`src/rlen_pkg.sv`:
```
`timescale 1ns / 1ps
// shared types and constants for the route length block
// no dependencies
package rlen_pkg;

  // widest point index the block is built for (up to 1024 points)
  localparam int IDX_MAX_W  = 10;
  // compare width for indices and facility rows, one above the widest index
  localparam int CMP_W      = IDX_MAX_W + 1;
  // widest stored distance
  localparam int DIST_MAX_W = 32;
  // running total width
  localparam int TOTAL_W    = 32;
  // field widths fixed by the stream format
  localparam int PT_W       = 7;
  localparam int FAC_W      = 3;
  localparam int DIN_W      = 24;

  // command codes carried in tuser
  localparam logic CMD_WRITE = 1'b0;
  localparam logic CMD_ROUTE = 1'b1;

  // one classified operation handed from front to back
  typedef struct packed {
    logic                  is_route;
    logic                  first;
    logic                  last;
    logic                  leg_ok;   // leg (or write) address in range
    logic                  ret_ok;   // return leg address in range
    logic [IDX_MAX_W-1:0]  leg_row;  // write row, or leg source row
    logic [IDX_MAX_W-1:0]  leg_col;  // write column, or current customer
    logic [IDX_MAX_W-1:0]  ret_row;  // facility row for the return leg
    logic [DIST_MAX_W-1:0] wdata;
  } rlen_op_t;

endpackage

```
`src/rlen_queue.sv`:
```
`timescale 1ns / 1ps
// short operation queue between front and back
// depends on rlen_pkg
module rlen_queue (
  input  logic               clk,
  input  logic               rst,
  input  logic               in_valid,
  output logic               in_ready,
  input  rlen_pkg::rlen_op_t in_op,
  output logic               out_valid,
  input  logic               out_ready,
  output rlen_pkg::rlen_op_t out_op
);

  localparam int DEPTH = 4;
  localparam int PTR_W = $clog2(DEPTH);

  rlen_pkg::rlen_op_t slots [DEPTH];
  logic [PTR_W-1:0]   wr_ptr;
  logic [PTR_W-1:0]   rd_ptr;
  logic [PTR_W:0]     count;
  logic               push;
  logic               pop;

  assign in_ready  = (count != (PTR_W + 1)'(DEPTH));
  assign out_valid = (count != '0);
  assign out_op    = slots[rd_ptr];
  assign push      = in_valid && in_ready;
  assign pop       = out_valid && out_ready;

  always_ff @(posedge clk) begin
    if (push) begin
      slots[wr_ptr] <= in_op;
    end
  end

  always_ff @(posedge clk) begin
    if (rst) begin
      wr_ptr <= '0;
      rd_ptr <= '0;
      count  <= '0;
    end else begin
      if (push) begin
        wr_ptr <= wr_ptr + 1'b1;
      end
      if (pop) begin
        rd_ptr <= rd_ptr + 1'b1;
      end
      priority if (push && !pop) begin
        count <= count + 1'b1;
      end else if (pop && !push) begin
        count <= count - 1'b1;
      end
    end
  end

endmodule

```
`config.mk`:
```
export PLATFORM = sky130hd
export DESIGN_NAME = rlen_queue
export DESIGN_NICKNAME = d
export VERILOG_FILES = /design/src/rlen_pkg.sv /design/src/rlen_queue.sv
export SDC_FILE = /design/constraint.sdc
export NUM_CORES = 1
export LEC_CHECK = 0
export BUFFER_PORTS_ARGS = -buffer_cell sky130_fd_sc_hd__buf_2
export CORE_MARGIN = 4
export CORE_UTILIZATION = 50
export DETAILED_ROUTE_END_ITERATION = 12
export HOLD_SLACK_MARGIN = 0.1
export PLACE_DENSITY = 0.76
export REMOVE_ABC_BUFFERS = 1
export SETUP_SLACK_MARGIN = 0.4
export SLEW_MARGIN = 5
export SYNTH_ARGS = -nofsm -noshare
export SYNTH_HDL_FRONTEND = slang
export SYNTH_SLANG_ARGS = --single-unit
export TNS_END_PERCENT = 10
```
`constraint.sdc`:
```
create_clock -name clk -period 3 [get_ports clk]
set_input_delay 0.6 -clock clk [delete_from_list [all_inputs] [get_ports clk]]
set_output_delay 0.6 -clock clk [all_outputs]
set_load 0.02 [all_outputs]
```
After elaboration in Yosys (flattened, before gate mapping) --
Memory sizes are Yosys's and may differ from the RTL's. A register that Yosys moved wholly into a read port is not among the register bits. Cells that the tools add are included.
Word-level totals: flip-flop bits (word level) 7, RAM bits 268, input port bits 71, output and inout port bits 69, logic and storage cells 23, memories 1
Memories:
- slots | depth 4, bits a word 67, read ports 1, clocked after memory_dff 1, write ports 1, line rlen_queue.sv:18 | rlen_pkg::rlen_op_t slots [DEPTH];
Cells by class: $add $sub $neg 4, equal/unequal tests 1, muxes and demuxes 6, reductions and logical operators 8
Operators by type and width (count):
- two-way mux 3 bit | 2
- adder 2 x 1 -> 2 bit (second input constant) | 2
- logical AND 1 bit | 4
- two-way mux 2 bit | 2
- adder 3 x 1 -> 3 bit (second input constant) | 1
- inequality test 3 bit (second input constant) | 1
- nonzero test 3 bit | 1
- subtractor 3 x 1 -> 3 bit (second input constant) | 1
- logical NOT 1 bit | 2
- two-way mux 1 bit | 2
- nonzero test 2 bit | 1

Depth between registers and ports, before layout --
word-level depth 6, depth in mapped cells 8, gate-level depth less buffers 8

Least setup slack after synthesis --
OpenSTA, ideal clock, no wires.
path kind input port to flip-flop, from input port in_valid, to memory slots[2][0] in the netlist's numbering (enable), setup time 0.432 ns, arrival time 2.480 ns, required time 2.568 ns, setup slack 0.088 ns, stages on the path 2, buffers on the path 0, cells stage by stage a21boi_2 > and2_1
Between the ends: longest elaborated chain between the ends 3
Ends and longest elaborated chain:
- start, declared | line rlen_queue.sv:7 | input logic in_valid,
- logical AND 1 bit | line rlen_queue.sv:28 | assign push = in_valid && in_ready;
- two-way mux 1 bit | line rlen_queue.sv:32 | if (push) begin
- two-way mux 1 bit (not written as such) | line rlen_queue.sv:33 | slots[wr_ptr] <= in_op;
- end, declared | line rlen_queue.sv:18
No other way between the ends.

==> results list <==
* Outcome: finished, final reports clean
* Max_slew headroom: 0.704
- Traced cell by cell, the critical path runs through buf_12 -> mux4_2 -> buf_2.
* Residual antenna-violating net count after detailed routing: 0
- Clock latency on the worst-skew pair: 0.52 ns
* Number of I/O pins: 140
- Slowest cell on the critical path: sky130_fd_sc_hd__mux4_2
- On the final layout, the worst hold slack is 0.299 ns.
- The congestion estimate from routability-driven global placement came to 0.767.
- On the worst path, the slowest cell contributes a delay of 0.56 ns.
- Endpoint of the worst-slack reg-to-reg timing path: count[2]$_SDFFE_PP0P_
- The share of the Yosys chip area taken by registers is 0.809.
* Final critical-path required period: 2.50 ns
* Tightest Pin Transition: 0.445 ns
- Hold-critical path depth: 1
- Global route overflow: 0
- Power spread over the standard cell area amounts to 888 mW/mm^2.
- Once the clock tree was built, the resizer swapped 0 gates to a different size.
* Hold/Removal Path Class: primary input to flip-flop
- STA classifies the critical path endpoint as an output pin.
- Startpoint kind of the worst setup timing path: flip-flop
- Dividing the detail-routed wire length by the instance count gives 21.4 um.
- Number of nets in the layout: 648
* Highest attainable clock frequency: 401 MHz
* Initial antenna violation count: 3
* Per-instance average area after synthesis: 25.5 um^2
* CTS tree: done
* Hold Path Origin: in_op[62]
* Initial DRC Count: 190
- Endpoint, Worst Hold: slots[1][62]$_DFFE_PP_
- Synthesis produced 398 cells.
- Critical path required time: 2.40 ns
- Leading cell types in the layout, fill and taps excluded: sky130_fd_sc_hd__edfxtp_1 (268), sky130_fd_sc_hd__buf_2 (139), sky130_fd_sc_hd__mux4_2 (67)
* Setup Skew: 0.00956 ns
- Aggregate routed wire length: 18200 um
- RR Startpoint: count[0]$_SDFFE_PP0P_
- The hold violation total from the final report was 0.
* Worst Setup Path Type: flip-flop to output pin
- Across every metal layer, demand over resource in global routing totals 0.163.
- Of the cells placed in the final design, the portion with a size suffix greater than 1 is 0.452.
- Mean number of vias per cell: 5.39
- Counting the fill cells in the layout gives 1359.
- Vias in the first global route: 5023
* Critical path data arrival time: 1.90 ns
- Number of buffers inserted during clock tree synthesis: 28
- Static leakage: 4.12 nW
* Detail Placement HPWL: 11100 um
* Cell family contributing the most delay on the critical path: multiplexers
* Bufs on Longest Clock Path: 3
- The number of pins with negative max-slew slack in the final report came to 0.
- Port buffering added 139 buffers.
- CTS built an H-tree with a depth of 1.
* Number of iterations in the first detailed-routing pass: 4
* Wire length of the first global-routing pass: 28200 um
- Across the VDD grid, the largest voltage drop is 0.676 mV.
- Post-synthesis instance area: 0.0102 mm^2
- The die covers 0.0227 mm^2.
- Residual DRC count: 0
- Number of sinks on the clock net: 277
- Vertical die dimension: 151 um
- In this run, synthesis produced a sequential element count of 277.
- Library cells used by synthesis: 25
- Of the available clock period, the critical path in the final layout requires 0.832.
* Critical path buffer and inverter count: 2
* Synth warnings: 0
* R2R Setup Slk: 0.69 ns
- Setup violations remaining at the end of the flow were counted as 0.
- The core region is 0.0197 mm^2.
- Cell depth of the worst flop-to-flop path: 8
- Crit Path Max Fanout: 30
- Clk pin slew, worst setup/hold paths: 0.06 ns
- Post-layout total power: 10.8 mW
* Count of vias placed by the detailed router: 4604
* X dimension of the die: 151 um
- The library cell used most frequently in the layout, excluding fill and tap cells, is sky130_fd_sc_hd__edfxtp_1.
- Initial core utilization: 0.516
- Across the run, the number of max-cap violations was 0.
- Number of placement rows: 51
* Pin count of the biggest net entering global routing: 31
- Compared with the post-synthesis result, the final layout area differs by 19.9%.
* Setup repair after global routing missed its margin: no
- Clk root buf: sky130_fd_sc_hd__clkbuf_16
[cell families (layout without fill, tap and decap cells)]
logic type,after synthesis,after routing,share of synthesized area
buf+inv,19,209,0.0158
xor+xnor,4,4,0.00345
simple gates,17,17,0.00824
mux,70,70,0.151
other cells,0,1,0
compound gates,5,5,0.00369
flops,277,277,0.809
fa+ha+maj,6,6,0.00812
[Yosys cell counts, drive strengths merged]
library cell	n	area (um^2)
and2	4	25.0
edfxtp	268	8050
or3	2	12.5
nand2b	2	12.5
mux2	1	11.3
nand2	1	3.75
inv	3	11.3
nor2	8	30.0
buf	15	145
xor2	4	35.0
ha	5	62.6
fa	1	20.0
clkbuf	1	3.75
a21boi	1	11.3
o21ai	1	5.00
mux4	67	1510
o31ai	1	7.51
a21oi	1	5.00
mux2i	2	20.0
dfxtp	9	180
o311ai	1	8.76
[layout make-up]
cell class / count / area [um^2] / area share
diodes: 1 / 2.50 / 0.000205
clock buffers: 35 / 748 / 0.0614
clock inverters: 12 / 98.8 / 0.00811
inverters: 3 / 11.3 / 0.000923
multi-input cells: 102 / 1790 / 0.147
flip-flops and latches: 277 / 8240 / 0.675
well taps: 265 / 332 / 0.0272
repair buffers: 159 / 978 / 0.0802
[layer usage]
| metal | global-route usage | routed length [um] | vias to the layer above |
|---|---|---|---|
| met2 | 0.283 | 9350 | 120 |
| met3 | 0.0379 | 1120 | 37 |
| met4 | 0.0408 | 394 | 6 |
| met5 | 0 | 41 | - |
| li1 | - | - | 2045 |
| met1 | 0.211 | 7330 | 2396 |
[power by group]
| group | internal [mW] | switching [mW] |
|---|---|---|
| sequential | 4.70 | 0.133 |
| combinational | 1.25 | 1.56 |
| clock | 1.91 | 1.28 |
[state kept, by name (all words and copies together) (netlist names), named ones only]
name / flops
count: 3
wr_ptr: 2
rd_ptr: 2
slots: 268
[per-stage QoR]
stage	cell area (um^2)	std cells	setup WS, ns	TNS [ns]	utilization
after CTS	12200	849	0.413	0	0.617
final	12200	854	0.504	0	0.619
after detailed placement	11200	798	0.540	0	0.570
after floorplan	10000	382	-1.17	-78.63	-
after global routing	12200	853	0.403	0	0.618
after global placement	11200	798	0.646	0	0.570
[worst max path at each step]
| stage | from | to | slack [ns] | cells past startpoint |
|---|---|---|---|---|
| floorplan | flip-flop | out_op[0] | -1.17 | 1 |
| global placement | in_valid | count[2]$_SDFFE_PP0P_ | 0.65 | 8 |
| detailed placement | in_valid | count[2]$_SDFFE_PP0P_ | 0.54 | 8 |
| CTS | flip-flop | out_op[46] | 0.41 | 3 |
| global route | flip-flop | out_op[28] | 0.40 | 3 |
| finish | flip-flop | out_op[35] | 0.50 | 3 |
[timing repair]
item | CTS | global route
buffers inserted | 4 | 4
hold buffers | 0 | 0
hold endpoints to repair | 0 | 0
endpoints found under the setup margin | 67 | 11
(Power assumes the default switching activity.)
