<file path="src/rlen_pkg.sv">
`timescale 1ns / 1ps
// shared types and constants for the route length block
// no dependencies
package rlen_pkg;

  // widest point index the block is built for (up to 1024 points)
  localparam int IDX_MAX_W  = 10;
  // compare width for indices and facility rows, one above the widest index
  localparam int CMP_W      = IDX_MAX_W + 1;
  // widest stored distance
  localparam int DIST_MAX_W = 32;
  // running total width
  localparam int TOTAL_W    = 32;
  // field widths fixed by the stream format
  localparam int PT_W       = 7;
  localparam int FAC_W      = 3;
  localparam int DIN_W      = 24;

  // command codes carried in tuser
  localparam logic CMD_WRITE = 1'b0;
  localparam logic CMD_ROUTE = 1'b1;

  // one classified operation handed from front to back
  typedef struct packed {
    logic                  is_route;
    logic                  first;
    logic                  last;
    logic                  leg_ok;   // leg (or write) address in range
    logic                  ret_ok;   // return leg address in range
    logic [IDX_MAX_W-1:0]  leg_row;  // write row, or leg source row
    logic [IDX_MAX_W-1:0]  leg_col;  // write column, or current customer
    logic [IDX_MAX_W-1:0]  ret_row;  // facility row for the return leg
    logic [DIST_MAX_W-1:0] wdata;
  } rlen_op_t;

endpackage

</file>
<file path="src/rlen_front.sv">
`timescale 1ns / 1ps
// front end: accepts words, tracks the previous customer and builds table addresses
// depends on rlen_pkg
module rlen_front #(
  parameter int MAX_POINTS = 128
) (
  input  logic                           clk,
  input  logic                           rst,
  input  logic [rlen_pkg::PT_W-1:0]      customer_count,
  input  logic                           in_valid,
  output logic                           in_ready,
  input  logic                           command,
  input  logic [rlen_pkg::PT_W-1:0]      row,
  input  logic [rlen_pkg::PT_W-1:0]      col,
  input  logic [rlen_pkg::DIN_W-1:0]     distance,
  input  logic [rlen_pkg::PT_W-1:0]      customer,
  input  logic [rlen_pkg::FAC_W-1:0]     facility,
  input  logic                           first_stop,
  input  logic                           last_stop,
  output logic                           op_valid,
  input  logic                           op_ready,
  output rlen_pkg::rlen_op_t             op
);

  localparam logic [rlen_pkg::CMP_W-1:0] LIMIT = rlen_pkg::CMP_W'(MAX_POINTS);

  logic [rlen_pkg::PT_W-1:0]  prev_cust;
  logic [rlen_pkg::PT_W-1:0]  prev_cust_next;
  logic [rlen_pkg::CMP_W-1:0] frow;
  logic [rlen_pkg::CMP_W-1:0] row_x;
  logic [rlen_pkg::CMP_W-1:0] col_x;
  logic [rlen_pkg::CMP_W-1:0] cust_x;
  logic [rlen_pkg::CMP_W-1:0] leg_row_x;
  logic                       route;
  logic                       accept;

  assign in_ready = op_ready;
  assign op_valid = in_valid;
  assign accept   = in_valid && op_ready;
  assign route    = (command == rlen_pkg::CMD_ROUTE);

  always_comb begin
    frow      = rlen_pkg::CMP_W'(customer_count) + rlen_pkg::CMP_W'(facility);
    row_x     = rlen_pkg::CMP_W'(row);
    col_x     = rlen_pkg::CMP_W'(col);
    cust_x    = rlen_pkg::CMP_W'(customer);
    leg_row_x = first_stop ? frow : rlen_pkg::CMP_W'(prev_cust);

    op          = '0;
    op.is_route = route;
    op.first    = first_stop;
    op.last     = last_stop;
    op.wdata    = rlen_pkg::DIST_MAX_W'(distance);
    op.ret_row  = frow[rlen_pkg::IDX_MAX_W-1:0];
    op.ret_ok   = (frow < LIMIT) && (cust_x < LIMIT);
    if (route) begin
      op.leg_row = leg_row_x[rlen_pkg::IDX_MAX_W-1:0];
      op.leg_col = cust_x[rlen_pkg::IDX_MAX_W-1:0];
      op.leg_ok  = (leg_row_x < LIMIT) && (cust_x < LIMIT);
    end else begin
      op.leg_row = row_x[rlen_pkg::IDX_MAX_W-1:0];
      op.leg_col = col_x[rlen_pkg::IDX_MAX_W-1:0];
      op.leg_ok  = (row_x < LIMIT) && (col_x < LIMIT);
    end

    prev_cust_next = prev_cust;
    if (accept && route) begin
      prev_cust_next = customer;
    end
  end

  always_ff @(posedge clk) begin
    if (rst) begin
      prev_cust <= '0;
    end else begin
      prev_cust <= prev_cust_next;
    end
  end

endmodule

</file>
<file path="config.mk">
export PLATFORM = sky130hd
export DESIGN_NAME = rlen_front
export DESIGN_NICKNAME = d
export VERILOG_FILES = /design/src/rlen_pkg.sv /design/src/rlen_front.sv
export SDC_FILE = /design/constraint.sdc
export NUM_CORES = 1
export LEC_CHECK = 0
export BUFFER_PORTS_ARGS = -buffer_cell sky130_fd_sc_hd__buf_2
export CORE_ASPECT_RATIO = 2
export CORE_UTILIZATION = 35
export CTS_CLUSTER_SIZE = 30
export DETAILED_ROUTE_END_ITERATION = 16
export GPL_TIMING_DRIVEN = 1
export HOLD_SLACK_MARGIN = 0.05
export PLACE_DENSITY = 0.95
export SETUP_SLACK_MARGIN = 0.4
export SYNTH_ARGS = -nofsm -noshare
export SYNTH_HDL_FRONTEND = slang
export SYNTH_SLANG_ARGS = --single-unit
</file>
<file path="constraint.sdc">
create_clock -name clk -period 2.4 [get_ports clk]
set_input_delay 0.24 -clock clk [delete_from_list [all_inputs] [get_ports clk]]
set_output_delay 0.24 -clock clk [all_outputs]
set_load 0.01 [all_outputs]
</file>
-- After elaboration in Yosys (flattened, before gate mapping)
Index checks and enable logic that the tools add are counted.
- register bits after elaboration: 7
- latch bits: 0
- bits in writable memories: 0
- bits in read-only memories: 0
- output and inout bits: 69
- logic and storage cells: 9
- memories: 0
- add/sub/neg operators: 1
- multipliers: 0
- div/mod/pow operators: 0
- $lt $le $gt $ge: 2
- equal/unequal tests: 0
- shifts and indexed selects: 0
- multiplexer cells: 3
- bitwise operators: 0
- reductions and logical operators: 2
- operators with widths (operator ; count):
    two-way mux 20 bit ; 1
    less-than comparator 8 bit, second input constant ; 2
    adder 7 x 3 -> 8 bit ; 1
    two-way mux 8 bit ; 1
    logical AND 1 bit ; 2
    two-way mux 1 bit ; 1

-- Depth between registers and ports, before layout
- word-level depth: 4
- depth in mapped cells: 7
- mapped depth without buffers: 7

-- Worst setup path after synthesis
OpenSTA, ideal clock, no wires.
- kind: input -> output
- start: input customer_count[0] (netlist bit)
- end: output op[56] (netlist bit)
- arrival: 1.559 ns
- setup slack: 0.601 ns
- cell stages on the path: 7
- buffers on the path: 0
- path through: ha_1 > inv_1 > fa_1 > nor2b_1 > o21ai_1 > xnor2_1 > a31o_2
- RTL lines (item ; RTL line ; RTL):
    start: declaration ; rlen_front.sv:9 ; input logic [rlen_pkg::PT_W-1:0] customer_count,
    end: declaration ; rlen_front.sv:22 ; output rlen_pkg::rlen_op_t op

==> metrics.md <==
| Metric | Value |
|---|---|
| 1st-pass router iterations | 2 |
| Post-Syn Instances | 134 |
| FF-to-FF path depth | 2 |
| FMAX | just over 500 MHz |
| Number of synthesized flops with an enable pin | 0 |
| Period utilisation layout | about four fifths |
| Crit. path cell count | 9 |
| # resized after CTS | 1 |
| Post-synth top area cell | buf_4 |
| Slew Limit Fails | 0 |
| Routed wire length on met3 | just under 200 um |
| Iter 0 DRT Violations | 12 |
| Filler instances | 298 |
| Arr. time, crit path | 1.69 ns |
| Fin. Hold Viols | 0 |
| Largest net degree at the start of global routing | 31 |
| Kind of critical path | input port to primary output |
| Initial antenna violation count | 0 |
| Clk_lat worst skew | between 0.2 and 0.25 ns |
| Via-to-Cell Ratio | approximately 4.8 |
| Max FFs per register | 7 |
| Status | completed |
| Post-synth top area share | 31.3% |
| Diode count | 0 |
| Maximum buffer depth of the clock tree | 2 |
| Vias in the first global route | 828 |
| RSZ-0062 raised after global routing | false |
| Area contributors post-synth | buf_4, dfxtp_1, mux2i_1 |
| H-Tree Depth | 1 |
| Switch Pwr | 0.159 mW |
| Number of max-cap violations | 0 |
| ANT nets after route | 0 |
| Tot GR Track Use | 15.0% |
| Clock transition at the registers of the reported paths | ~0.040 ns |
| Worst path slowest cell | fa_2 |
| DRT met1 WL | 773 um |
| Worst Setup Start Kind | input port |
| Routability cong. | ~0.71 |
| Max layer used | met4 |
| Worst Max-Slew Pin Slew | between 0.5 and 0.6 ns |
| CTS Hold Bufs | 0 |
| Yosys reg bits | 7 |
| Reg-to-Reg Start | prev_cust[5] |
| Ys async rst share | 0% |
| Worst Path Max Fanout | 2 |
| First-pass GRT wire length | ~3300 um |
| Final Setup Violations | 0 |
| Clock sink count | 7 |
| Register area share after synthesis | 13.3% |
| Cell Rows | 27 |
| CORE AREA | 2800 sq um |
| Top Registers | prev_cust x7 |
| PwrDens | 418 nW/um^2 |
| Via count | 940 |
| Layout cell share with drive strength beyond 1 | 49.4% |
| Worst Setup SP | customer_count[0] |
| Crit-path max cell delay | 0.36 ns |
| Synthesized area | ~1100 sq um |
| I/O Pins | 131 |
| Clk root buf | clkbuf_8 |
| DRT Wirelength | 2410 um |
| Worst min-delay path class | input port to flip-flop |
| Synthesis Warnings | 0 |
| Routed length per instance | 12.3 um |
| Clock power frac | between 30% and 40% |
| Avg Cell Area, Syn | 7.88 sq um |
| Worst path most repeated cell | buf_2 |
| Area post-placement | 1110 sq um |
| Critical path buffers and inverters | 3 |
| R2R Path End | prev_cust[5] |
| Setup Buffers After CTS | 0 |
| Worst setup path end | op[56] |
| Logic pwr share | about two fifths |
| Maximum VDD drop | between 0.3 and 0.4 mV |
| Top_reg_cell synth | dfxtp_1 |
| Pleak | 0.653 nW |
| WL met2 | 1320 um |
| Seq pwr share | about a quarter |
| Area Overhead vs Synth | 10.3% |
| # DRC | 0 |
| Tmin final | between 1.5 and 2 ns |
| Design Area, Final | 1160 sq um |
| Req. time, crit path | 2.16 ns |
| Count of cell types in the netlist | 31 |
| Die height | 79.7 um |
| Effective utilization at floorplan | a little under two fifths |
| Critical Path, Cell by Cell | buf_2 > ha_1 > inv_1 > fa_2 > nor2b_2 > o21ai_1 > xnor2_1 > a31o_2 > buf_2 |
| Critical Path End Type | primary output |
| Reg with most FFs | prev_cust |
| CP top delay family | adder cells |
| Grt total ovfl | 0 |
| Number of I/O port buffers | 65 |
| Hpwl dp | 2020 um |
| Max_slew headroom | roughly 64% |
| Overall power | 0.487 mW |
| Internal reg-to-reg setup slack | 1.80 ns |
| TritonCTS clock tree | yes |
| Final nets | about 240 |
| Die area | 3250 sq um |
| Clk_skew | 0 ns |
| Num CTS Buffers | 3 |
| Pint | 0.327 mW |
| Switching Share | between 30 and 40% |
| Setup TNS Final | 0 ns |
| Die Wd | 40.8 um |
-- cell usage after synthesis (3+ instances only) --
library cell   n
buf_4         44
inv_1          8
buf_2          5
dfxtp_1        7
ha_1           3
xnor2_1        3
mux2i_1        9
mux2_2         8
nor2b_1        3
nand2_1        4
nor2_1        12
a21oi_1        3
-- power by group through the flow --
stage	combinational [mW]	sequential, mW	clock, mW
2_1_floorplan	0.184	0.124	0
3_3_place_gp	0.196	0.125	0
3_5_place_dp	0.199	0.125	0
4_1_cts	0.201	0.123	0.170
5_1_grt	0.221	0.124	0.173
6_report	0.200	0.123	0.164
-- cells in the final DEF, fill, tap and decap left out, types with 2 or more instances in the layout --
| cell | n |
|---|---|
| buf_2 | 65 |
| conb_1 | 15 |
| nor2_1 | 12 |
| mux2i_1 | 9 |
| inv_1 | 8 |
| mux2_2 | 8 |
| dfxtp_1 | 7 |
| nand2_1 | 4 |
| xnor2_1 | 3 |
| a21oi_1 | 3 |
| ha_1 | 3 |
| clkbuf_8 | 3 |
| and3_1 | 2 |
| o21ai_1 | 2 |
| xor2_1 | 2 |
| nor2b_1 | 2 |
| a31oi_1 | 2 |
| o211ai_1 | 2 |
| o22ai_1 | 2 |
| nand3_1 | 2 |
-- worst min-delay path: cells and delay by family --
kind	cells	cell delay, ns
AND/OR/NAND/NOR	1	0.07
multiplexers	1	0.05
buffers and inverters	1	0.08
-- cells by family (layout without fill, tap and decap cells) --
group	count (synthesis)	in the layout	synth area share (%)
AND/OR/NAND/NOR	29	29	14.2
AO/OA/AOI/OAI	14	14	9.00
XOR/XNOR	5	5	4.15
flip-flops	7	7	13.3
buffers and inverters	57	77	36.5
adder cells (fa/ha/maj)	4	4	5.45
multiplexers	17	17	17.1
other	1	15	0.355
-- metrics by stage --
step	instances	hold WS [ns]	setup slack (ns)	util (%)
floorplan	148	0.312	0.601	-
global placement	193	0.475	0.395	39.8
detailed placement	193	0.480	0.377	39.8
CTS	197	0.256	0.413	41.5
finish	197	0.258	0.470	41.5
global route	197	0.268	0.426	41.5
-- layout make-up --
| cell class | count | area [sq um] | area share [%] |
|---|---|---|---|
| Sequential cell | 7 | 140 | 12.0 |
| Tap cell | 29 | 36.3 | 3.11 |
| Clock buffer | 4 | 45.0 | 3.87 |
| Timing Repair Buffer | 65 | 325 | 27.9 |
| Multi-Input combinational cell | 84 | 588 | 50.5 |
| Inverter | 8 | 30.0 | 2.58 |
-- per-layer routing --
| layer | vias to the layer above | global-route usage, % |
|---|---|---|
| met4 | 0 | 15.7 |
| met1 | 414 | 10.8 |
| met5 | - | 0 |
| li1 | 451 | - |
| met3 | 18 | 1.67 |
| met2 | 57 | 27.0 |
-- worst min-delay path by stage --
stage	end	cells after the start	startpoint	slack (ns)
2_1_floorplan	prev_cust[0]	1	rst	0.31
6_report	prev_cust[3]	3	customer[3]	0.26
5_1_grt	prev_cust[0]	3	customer[0]	0.27
3_3_place_gp	prev_cust[1]	2	prev_cust[1]	0.48
3_5_place_dp	op[14]	0	distance[14]	0.48
4_1_cts	prev_cust[3]	3	customer[3]	0.26
(Power assumes the default switching activity.)
